**src/pgs_pkg.sv**
```systemverilog
// Shared types, codes and default sizes for the pigeonhole sorter.
`default_nettype none

package pgs_pkg;

	localparam int DEF_VALUE_BITS = 10;
	localparam int DEF_HOLES      = 1024;
	localparam int DEF_MAX_ITEMS  = 4096;

	typedef enum logic {
		OP_INSERT = 1'b0,
		OP_PULL   = 1'b1
	} op_t;

	typedef enum logic [1:0] {
		STAT_OK    = 2'd0,
		STAT_EMPTY = 2'd1,
		STAT_FULL  = 2'd2
	} status_t;

	typedef enum logic [1:0] {
		S_CLEAR,
		S_IDLE,
		S_EXEC
	} ctl_state_t;

	// Commands from the controller to the datapath.
	typedef struct packed {
		logic clear;
		logic accept;
		logic advance;
		logic commit;
	} dp_cmd_t;

	// Status from the datapath to the controller.
	typedef struct packed {
		logic is_pull;
		logic stored_zero;
		logic hit;
		logic at_top;
		logic out_free;
		logic clear_last;
	} dp_stat_t;

endpackage

`default_nettype wire

```
**src/pgs_controller.sv**
```systemverilog
// Sequencer for the sorter: clearing pass, transaction intake and hole scan.
`default_nettype none

module pgs_controller (
	input  logic               clk,
	input  logic               arst_n,
	input  logic               req_valid,
	output logic               req_ready,
	input  pgs_pkg::dp_stat_t  stat,
	output pgs_pkg::dp_cmd_t   cmd
);
	import pgs_pkg::*;

	ctl_state_t state_q;
	ctl_state_t state_d;
	logic       decide;

	// In the execute state the transaction is finished once the hole holds a count,
	// the scan reaches the top, or the operation needs no scan at all.
	assign decide = !stat.is_pull || stat.stored_zero || stat.hit || stat.at_top;

	always_ff @(posedge clk or negedge arst_n) begin
		if (!arst_n) begin
			state_q <= S_CLEAR;
		end else begin
			state_q <= state_d;
		end
	end

	always_comb begin
		state_d = state_q;
		unique case (state_q)
			S_CLEAR: begin
				if (stat.clear_last) begin
					state_d = S_IDLE;
				end
			end
			S_IDLE: begin
				if (req_valid) begin
					state_d = S_EXEC;
				end
			end
			S_EXEC: begin
				if (stat.out_free && decide) begin
					state_d = S_IDLE;
				end
			end
			default: state_d = S_CLEAR;
		endcase
	end

	always_comb begin
		cmd       = '0;
		req_ready = 1'b0;
		unique case (state_q)
			S_CLEAR: begin
				cmd.clear = 1'b1;
			end
			S_IDLE: begin
				req_ready  = 1'b1;
				cmd.accept = req_valid;
			end
			S_EXEC: begin
				if (stat.out_free) begin
					cmd.commit  = decide;
					cmd.advance = !decide;
				end
			end
			default: begin
				cmd = '0;
			end
		endcase
	end

endmodule

`default_nettype wire

```
**config.mk**
```make
export PLATFORM = sky130hd
export DESIGN_NAME = pgs_controller
export DESIGN_NICKNAME = d
export VERILOG_FILES = /design/src/pgs_pkg.sv /design/src/pgs_controller.sv
export SDC_FILE = /design/constraint.sdc
export NUM_CORES = 1
export LEC_CHECK = 0
export ABC_AREA = 0
export BUFFER_PORTS_ARGS = -buffer_cell sky130_fd_sc_hd__buf_2
export CORE_AREA = 2 2 39 41
export DETAILED_ROUTE_END_ITERATION = 8
export DIE_AREA = 0 0 41 43
export PLACE_DENSITY = 0.38
export SETUP_SLACK_MARGIN = 0.2
export SYNTH_ARGS = -nofsm -noshare
export SYNTH_HDL_FRONTEND = slang
export SYNTH_SLANG_ARGS = --single-unit
```
**constraint.sdc**
```tcl
create_clock -name clk -period 2.4 [get_ports clk]
set_input_delay 0.24 -clock clk [delete_from_list [all_inputs] [get_ports clk]]
set_output_delay 0.24 -clock clk [all_outputs]
set_load 0.005 [all_outputs]
```
### Word level (Yosys, flattened, before mapping)

Index checks and enable logic that the tools add are counted.

* memory bits (read-only): 0
* register bits after elaboration: 2
* memories kept: 0
* bits in latches: 0
* bits in writable memories: 0

* reductions and logical operators: 8
* bitwise gates (word level): 0
* $mul: 0
* shift operators: 0
* order comparisons: 0
* div/mod/pow operators: 0
* equality and inequality tests: 5
* add/sub/neg operators: 0
* multiplexer cells: 9

Operators by type and width (number)
* 2-bit 2-to-1 mux: 5
* 2-bit inequality test (second input constant): 3
* 2-bit one-hot mux with 3 select lines: 1
* 1-bit logical OR: 3
* 1-bit 2-to-1 mux: 3
* 3-bit AND reduction: 1
* 2-bit by 1-bit equality test with 1-bit output (second input constant): 1
* 2-bit equality test (second input constant): 1
* 1-bit logical NOT: 2
* 2-bit logical NOT: 1
* 1-bit logical AND: 1

### Depth between registers and ports, before layout

* depth after elaboration: 7
* depth in mapped cells: 3

### Least setup slack after synthesis

No wires, ideal clock.

* kind: reg-to-reg
* start: register state_q[0]
* end: register state_q[0]
* stages on the path, launching flop included: 4
* arrival: 0.930 ns
* period minus slack after synthesis: 1.054 ns
* path slack: 1.346 ns
* setup time: 0.124 ns
* path buffers: 0
* path through: dfrtp_1 > nor2b_2 > nor2b_1 > a211o_1

* word-level cells in the longest chain between the ends: 3
* elaborated cells on any way between the ends: 8

RTL lines
* start, declared: line pgs_controller.sv:14 `ctl_state_t state_q;`
* start signal, assigned: line pgs_controller.sv:26 `state_q <= state_d;`
* 2-bit equality test (tied with other cells): line pgs_controller.sv:32 `unique case (state_q)`
* 2-bit inequality test (no source line)
* 3-bit AND reduction (no source line)

Parallel ways exist; a longest one is shown, timed or not.
A chain may end at the register's enable or synchronous reset.

==> results.json <==
{
  "diodes": 0,
  "worstReg2RegStart": "state_q[0]",
  "drc": 0,
  "fp-row-count": 14,
  "cts.clk_slew.worst_paths_ns": 0.03,
  "cts_buffers": 3,
  "slowest_delay_ns": 0.41,
  "worstSetupPathType": "register to output port",
  "hold_violations": 0,
  "insertion_delay_ns": 0.22,
  "min_period_over_period": 0.559,
  "die_w_um": 41,
  "final_common_cell": "buf_2",
  "synth_top_cell_by_area": "dfrtp_1",
  "drt_iter0_drc": 3,
  "setup_tns_ns": 0,
  "grt_max_degree": 6,
  "wl_um": 445,
  "setup_viol": 0,
  "port_buffers": 13,
  "wire_per_inst_um": 9.47,
  "synthTopCellsByArea": "dfrtp_1 (34%), nor4b_4 (16%), nor3_2 (6.9%)",
  "required_ns": 2.16,
  "hpwl_um": 367,
  "ys_types": 13,
  "cts_tree": "done",
  "routed_via_density": 3.38,
  "vias": 159,
  "syn_area_sq_um": 145,
  "core-area_sq_um": 1380,
  "p_leak_nw": 0.139,
  "largest_reg_flops": 2,
  "cts_resized": 0,
  "die-area_sq_um": 1760,
  "grt_setup_unrepaired": "false",
  "path_delay_family": "flip-flops",
  "grt_pass1_vias": 171,
  "antenna_found_initial": 0,
  "grt_usage": 0.0612,
  "reg_top3": "state_q: 2 flops",
  "grt_overflow": 0,
  "pwr_density_cell_nw_per_um2": 919,
  "netlist_instances": 14,
  "reg2regPathDepth": 3,
  "period_minus_slack_ns": 1.34,
  "ir_worst_vdd_mv": 0.289,
  "endpoint_kind": "output port",
  "die_h_um": 43,
  "gp_congestion": 0.586,
  "synth_seq_area_share": 0.345,
  "hold_end": "state_q[0]",
  "worstSetupStartpointType": "register",
  "ys_ff_latch": 2,
  "final_nets": 42,
  "r2r_slack_ns": 1.31,
  "cts_setup_buffers": 0,
  "layout_common_cells": "buf_2 (13), clkbuf_4 (3), dfrtp_1 (2)",
  "synth_nets": 23,
  "skew_ns": 0.000536,
  "dp_cells": 43,
  "ctsHtreeMaxLevel": 1,
  "initial_utilization": 0.105,
  "cts_sinks": 2,
  "area_delta_synth_final_pct": 81.0,
  "crit_arrival_ns": 1.10,
  "drtPass1Iterations": 2,
  "final_core_util": 0.190,
  "syn_area_per_cell_sq_um": 10.4,
  "slew_violations": 0,
  "path_max_fanout": 5,
  "crit_chain": "nor2b_2 > and2_1 > buf_2",
  "ctsRootBufferMaster": "clkbuf_4",
  "cp_slowest_cell": "dfrtp_1",
  "tightest_slew_ns": 0.265,
  "cts_buffer_depth": 2,
  "drtAntennaViolNets": 0,
  "fmax_ghz": 0.746,
  "max_slew_margin": 0.823,
  "ys_warn_count": 0,
  "drive_above_1_share": 0.613,
  "status": "completed",
  "worst-path-buf-inv": 1,
  "stdcell_count": 47,
  "grt_pass1_wl_um": 655,
  "drv_cap": 0,
  "r2r_end": "state_q[0]",
  "hold_depth": 2,
  "io_pins": 14,
  "hold_start": "stat[0]",
  "largest-register": "state_q",
  "hold_class": "primary input to register",
  "ctsHoldBuffers": 1,
  "yosysTopAreaCellShare": 0.345
}
metrics by stage:
| stage | total power [mW] | hold WS (ns) | area (sq um) | worst slack, ns |
|---|---|---|---|---|
| CTS | 0.247 | 0.227 | 263 | 1.05 |
| detailed placement | 0.166 | 0.0335 | 230 | 1.09 |
| global placement | 0.167 | 0.0284 | 230 | 1.10 |
| finish | 0.241 | 0.233 | 263 | 1.06 |
| global route | 0.265 | 0.231 | 263 | 0.971 |
| floorplan | 0.120 | -0.0556 | 145 | 1.35 |
final cells by class:
class	instances	area [sq um]
Tap cell	16	20.0
Sequential cell	2	50.0
Inverter	1	3.75
Timing Repair Buffer	14	75.1
Clock buffer	3	22.5
Multi-Input combinational cell	11	91.3
Fill cell	148	1120
layer usage:
layer,share of wire,up-vias,GRT usage,routed length (um)
met5,0,-,0,0
met4,0,0,0.0800,0
met3,0.19,0,0.0209,83
met1,0.46,62,0.0836,204
li1,-,83,-,-
met2,0.35,14,0.0594,157
how the worst max path moves through the flow:
stage	startpoint	to	depth (start not counted)	slack, ns
floorplan	state_q[0]	state_q[0]	3	1.35
global placement	stat[4]	cmd[1]	4	1.10
detailed placement	stat[4]	cmd[1]	4	1.09
CTS	state_q[0]	cmd[2]	3	1.05
global route	state_q[1]	cmd[1]	3	0.97
finish	state_q[0]	cmd[2]	3	1.06
where the power goes:
part	internal [mW]	switching [mW]	total, mW
combinational	0.0544	0.0437	0.0981
sequential	0.0500	0.0193	0.0693
clock	0.0551	0.0189	0.0740
total	0.160	0.0819	0.241
kinds of logic after synthesis:
kind of cell    Yosys count  synth area share
simple gates              8             0.483
buf+inv                   1            0.0258
compound gates            3             0.147
flops                     2             0.345
cell usage after synthesis:
cell	instances
nor2b_1	1
nor3_2	1
and2_1	1
a211o_1	1
inv_1	1
dfrtp_1	2
nor2b_2	1
nor2_1	1
nand2_1	1
nor4b_4	1
o21bai_1	1
o21ai_0	1
nor3b_1	1
(Power assumes the default switching activity.)
